[config.mk]
export PLATFORM = sky130hd
export DESIGN_NAME = cha_cross_unit
export DESIGN_NICKNAME = d
export VERILOG_FILES = /design/src/cha_pkg.sv /design/src/cha_cross_unit.sv
export SDC_FILE = /design/constraint.sdc
export NUM_CORES = 2
export LEC_CHECK = 0
export BUFFER_PORTS_ARGS = -buffer_cell sky130_fd_sc_hd__buf_2
export CAP_MARGIN = 25
export CORE_AREA = 2 2 273 275
export DETAILED_ROUTE_END_ITERATION = 6
export DIE_AREA = 0 0 275 277
export SYNTH_ARGS = -nofsm -noshare
export SYNTH_HDL_FRONTEND = slang
export SYNTH_SLANG_ARGS = --single-unit
[constraint.sdc]
create_clock -name i_clk -period 5.91 [get_ports i_clk]
set_clock_uncertainty 0.15 [all_clocks]
set_input_delay 0 -clock i_clk [delete_from_list [all_inputs] [get_ports i_clk]]
set_output_delay 0 -clock i_clk [all_outputs]
set_load 0.03 [all_outputs]
[src/cha_pkg.sv]
// cha_pkg: shared types, codes and state encoding for the convex hull area engine
// no dependencies
`default_nettype none
package cha_pkg;

    localparam int unsigned CoordW = 16;
    localparam int unsigned AreaW  = 48;
    localparam int unsigned CntW   = 9;

    typedef enum logic [1:0] {
        K_CLEAR  = 2'd0,
        K_ADD    = 2'd1,
        K_REMOVE = 2'd2,
        K_QUERY  = 2'd3
    } t_kind;

    typedef enum logic [1:0] {
        S_DONE    = 2'd0,
        S_FULL    = 2'd1,
        S_NOMATCH = 2'd2
    } t_status;

    typedef struct packed {
        logic [1:0]               kind;
        logic signed [CoordW-1:0] x_coord;
        logic signed [CoordW-1:0] y_coord;
    } t_req;

    typedef struct packed {
        logic [1:0]       status;
        logic [AreaW-1:0] doubled_area;
        logic [CntW-1:0]  hull_size;
        logic [CntW-1:0]  point_count;
    } t_rsp;

    typedef enum logic [4:0] {
        ST_IDLE,
        ST_RM_RD,
        ST_RM_CMP,
        ST_RM_SHIFT_RD,
        ST_RM_SHIFT_WR,
        ST_CP_RD,
        ST_CP_WR,
        ST_SO_RDV,
        ST_SO_LATV,
        ST_SO_RDJ,
        ST_SO_CMP,
        ST_SO_PLACE,
        ST_HU_RDP,
        ST_HU_LATP,
        ST_HU_RDA,
        ST_HU_LATA,
        ST_HU_RDB,
        ST_HU_LATB,
        ST_HU_MUL,
        ST_HU_DEC,
        ST_AR_RD1,
        ST_AR_LAT1,
        ST_AR_RD2,
        ST_AR_LAT2,
        ST_AR_MUL,
        ST_AR_ACC,
        ST_DONE
    } t_state;

    // operands for the shared cross-product unit (a*b - c*d)
    typedef struct packed {
        logic signed [CoordW:0] a;
        logic signed [CoordW:0] b;
        logic signed [CoordW:0] c;
        logic signed [CoordW:0] d;
    } t_mul_op;

endpackage
`default_nettype wire

[src/cha_cross_unit.sv]
// cha_cross_unit: shared registered unit computing a*b - c*d on 17-bit signed operands
// depends on cha_pkg
`default_nettype none
module cha_cross_unit (
    input  wire logic             i_clk,
    input  wire cha_pkg::t_mul_op i_op,
    output logic signed [35:0]    o_res
);
    logic signed [33:0] r_p1;
    logic signed [33:0] r_p2;

    // two products registered, difference registered next cycle
    always_ff @(posedge i_clk) begin
        r_p1  <= i_op.a * i_op.b;
        r_p2  <= i_op.c * i_op.d;
        o_res <= 36'(r_p1) - 36'(r_p2);
    end
endmodule
`default_nettype wire

Yosys cells after proc, flatten, opt, wreduce, memory -nomap -nowiden. Index checks and enable logic that the tools add are counted.

Flip-flop bits (word level): 103. Input bits: 69. Output and inout bits: 36. Logic and storage cells: 6.

Add/subtract/negate cells: 1. Multiply operators: 2.

Operators with widths (count): multiplier 17 x 17 -> 34 bit (2); subtractor 34 x 34 -> 35 bit (1).

Depth between registers and ports, before layout.
Depth after elaboration: 1. Gate-level depth with buffers: 25. Depth with buffers taken out: 23.

Least setup slack after synthesis. No wires, ideal clock.

Path kind: input to register. Start point: input port i_op[8] (netlist name). End point: register r_p2[32]. Path slack: -88 ps. Stages: 23. Required time: 5688 ps. Buffers on the path: 3. Library setup time: 72 ps. Arrival time: 5776 ps. Cell sequence: clkbuf_1 > clkbuf_1 > nand2_1 > fa_1 > inv_1 > fa_1 > fa_1 > fa_1 > fa_1 > inv_1 > fa_1 > inv_1 > ha_1 > clkbuf_1 > a21o_1 > a21o_1 > a2111o_1 > a21oi_1 > o32ai_1 > o41a_1 > a21o_1 > a21oi_2 > xnor2_1.

Cells in the longest elaborated chain, start to end: 1.

Ends and longest elaborated chain: start, declared (line cha_cross_unit.sv:6) `input wire cha_pkg::t_mul_op i_op,`; multiplier 17 x 17 -> 34 bit (line cha_cross_unit.sv:15) `r_p2 <= i_op.c * i_op.d;`; end signal, assigned (line cha_cross_unit.sv:15); end, declared (line cha_cross_unit.sv:10) `logic signed [33:0] r_p2;`.

Every way passes these cells.

Worst setup path in the final report.
Start point: input port i_op[67] (netlist name). End point: register r_p1[32].

Cells in the longest elaborated chain, start to end: 1.

Ends and longest elaborated chain: multiplier 17 x 17 -> 34 bit (line cha_cross_unit.sv:14) `r_p1 <= i_op.a * i_op.b;`; end signal, assigned (line cha_cross_unit.sv:14); end, declared (line cha_cross_unit.sv:9) `logic signed [33:0] r_p1;`.

Every way passes these cells.

==> reports/qor.json <==
{
  "floorplan.rows": 100,
  "synth_compound_area_share_pct": 6.23,
  "grt_max_degree": 18,
  "routed_wl_um": 57300,
  "htreeDepth": 3,
  "grt_first_pass_wirelength_um": 99100,
  "cts_tree": "yes",
  "die_width_um": 275,
  "tritoncts.num_buffers": 9,
  "fin_crit_sh_pct": 96.1,
  "drcViolationCount": 0,
  "die_area_sq_um": 76200,
  "final_max_slew_viol_count": 0,
  "synth_top_family_by_area": "adder cells",
  "maxSlewHeadroom_pct": 60.3,
  "post_synth_xor_area_fraction_pct": 3.41,
  "synthMuxAreaShare_pct": 0,
  "syn_inst": 2720,
  "firstDrtPassIters": 5,
  "cp-start-kind": "input pin",
  "fin_setup_tns_ns": 0,
  "crit_path_end_kind": "flop",
  "mappedNetlistArea_sq_um": 25500,
  "drt_iter0_drc": 806,
  "ys_seq_area_share_pct": 8.10,
  "worstHoldPathType": "input pin to flop",
  "count_of_vias_placed_by_the_detailed_router": 18357,
  "gpl.final_weighted_congestion": 0.851,
  "required_ns": 6.01,
  "clock.fmax_mhz": 176,
  "synthesis.nets": 3586,
  "synth_top_flop_cell": "sky130_fd_sc_hd__dfxtp_1",
  "filler_cell_count": 7438,
  "postSynth.asyncResetShare_pct": 0,
  "mostFrequentLayoutCell": "sky130_fd_sc_hd__inv_1",
  "clock_latency_ns": 0.35,
  "clock_root_buffer": "sky130_fd_sc_hd__clkbuf_16",
  "clock_sink_count": 103,
  "vias_in_the_first_global_route": 19936,
  "slowest_stage": "sky130_fd_sc_hd__fa_1",
  "worst-slew-pin-transition_ns": 0.588,
  "synth_seq_cells": 103,
  "fin_crit_ns": 5.68,
  "core-area_sq_um": 73600,
  "setup_viol_count_final": 0,
  "initial_core_util_pct": 34.6,
  "synth.avg_cell_area_sq_um": 9.36,
  "clk_path_buf_depth": 2,
  "setup.worst_path.class": "input pin to flop",
  "synth_simple_gate_area_share_pct": 14.5,
  "wl_per_cell_um": 14.4,
  "ff2ff_path_depth": 12,
  "synth-edff-count": 0,
  "final_layout_size_suffix_gt1_share_pct": 13.0,
  "hold_violations": 0,
  "placement.io_buffers": 104,
  "status": "finished clean",
  "critical_path.max_fanout": 11,
  "overflow": 0,
  "cp_data_arrival_time_ns": 5.78,
  "vias_per_cell": 4.62,
  "grt_antenna_before_repair": 3,
  "crit_path_max_incr_delay_ns": 0.58,
  "area.growth.synth_to_final_pct": 14.8,
  "max_cap_violations": 0,
  "globalRouteTotalUtil_pct": 16.2,
  "yosys_warnings": 0,
  "num-nets-final": 3864,
  "worst_hold_path.num_cells": 3,
  "ys_types": 67,
  "ports_placed_on_the_boundary": 105,
  "fp.dieH_um": 277,
  "worstPathCellList": "clkbuf_4, buf_8, nand2_1, fa_1, inv_1, fa_1, fa_1, fa_1, fa_1, inv_1, fa_1, inv_1, ha_1, nand4_1, a2111oi_4, o2111ai_2, a311oi_1, buf_4, nand3_1, a31oi_2, o21a_1, nor2_1, xnor2_1",
  "clock_slew_at_the_register_clock_pins_of_the_worst_setup_and_hold_paths_ns": 0.07,
  "crit_path_top_cell_by_count": "sky130_fd_sc_hd__fa_1",
  "final_antenna_net_count": 0,
  "synth_area_in_adders_pct": 56.7,
  "place.detailed.hpwl_um": 51100,
  "final_cell_mix": "670 x sky130_fd_sc_hd__inv_1, 590 x sky130_fd_sc_hd__fa_1, 292 x sky130_fd_sc_hd__and2_1, 291 x sky130_fd_sc_hd__nand2_1, 230 x sky130_fd_sc_hd__buf_4"
}
==> state kept, by name, summed over array words and instances (netlist names) <==
| register | cells |
|---|---|
| o_res | 35 |
| r_p2 | 34 |
| r_p1 | 34 |
==> per-layer routing <==
| layer | vias up | track usage [%] | share of wire (%) |
|---|---|---|---|
| li1 | 8616 | - | - |
| met1 | 9390 | 22.1 | 45 |
| met2 | 291 | 27.9 | 50 |
| met3 | 60 | 1.66 | 3.4 |
| met4 | 0 | 2.84 | 1.7 |
| met5 | - | 0 | 0 |
==> cell families (layout without fill, tap and decap cells) <==
family / count (synthesis) / after routing
other cells: 0 / 2
compound gates: 232 / 232
xor+xnor: 99 / 99
flops: 103 / 103
buf+inv: 749 / 1031
fa+ha+maj: 797 / 797
simple gates: 740 / 740
==> synthesized netlist by cell type, drive strengths merged, types with 4 or more instances <==
master	instances	area [sq um]
o31a	5	43.8
or2	5	31.3
o21a	17	128
nand2	292	1100
nand3	12	60.1
o211ai	4	30.0
nor3	13	65.1
nor2b	6	37.5
o21ai	38	190
inv	671	2520
o31ai	7	52.6
xor2	20	175
nor2	78	293
and3	8	50.1
xnor2	79	692
and2	292	1830
clkbuf	74	278
o21bai	5	37.5
a21oi	60	308
nand2b	11	68.8
dfxtp	103	2060
a21o	41	308
nand4	5	31.3
ha	204	2550
fa	593	11900
a31oi	12	96.3
buf	4	20.0
a211oi	9	67.6
==> final cells by class <==
type                            instances  area [sq um]  share of cell area (%)
Sequential cell                       103          2060                    7.06
Timing Repair Buffer                  345          2450                    8.39
Inverter                              671          2520                    8.62
Tap cell                              969          1210                    4.15
Antenna cell                            2          5.00                  0.0171
Multi-Input combinational cell       1868         20700                    70.7
Clock inverter                          5          58.8                   0.201
Clock buffer                           10           239                   0.818
==> critical path, delay by kind of cell <==
kind                       cells  cell delay (ns)
xor gates and xnor gates       1             0.11
and+or+nand+nor                4             0.45
buffers and inverters          6             0.67
AOI/OAI and AO/OA              5             1.25
adders and majority gates      7             3.29
==> stage by stage <==
| stage | std cells | instance area, sq um | hold slack, ns | setup slack, ns | utilization (%) |
|---|---|---|---|---|---|
| floorplan | 2720 | 25500 | -0.0283 | -0.0257 | - |
| global placement | 3953 | 28800 | 0.261 | -0.233 | 39.1 |
| detailed placement | 3953 | 28800 | 0.268 | -0.353 | 39.1 |
| CTS | 3970 | 29100 | 0.00292 | 0.0313 | 39.5 |
| global route | 3972 | 29200 | 0.0405 | -0.0294 | 39.7 |
| finish | 3973 | 29200 | 0.0151 | 0.231 | 39.7 |
==> what timing repair did <==
| action | in CTS | in global routing |
|---|---|---|
| setup buffers | 0 | 1 |
| pin swaps | 0 | 5 |
| endpoints found under the setup margin | 1 | 8 |
| gates resized for setup | 1 | 32 |
| hold buffers | 2 | 0 |
| hold endpoints to repair | 2 | 0 |
==> final timing paths <==
kind	start	end	slack, ns
worst min register to register	r_p2[0]$_DFF_P_	o_res[0]$_DFF_P_	0.37
worst max-delay path	i_op[67]	r_p1[32]$_DFF_P_	0.23
worst min-delay path	i_op[17]	r_p2[0]$_DFF_P_	0.02
worst max register to register	r_p1[0]$_DFF_P_	o_res[28]$_DFF_P_	2.59
Power is left out: the tool's default activity adds up to more than one toggle a clock period on the data nets, which glitch-free logic cannot reach.
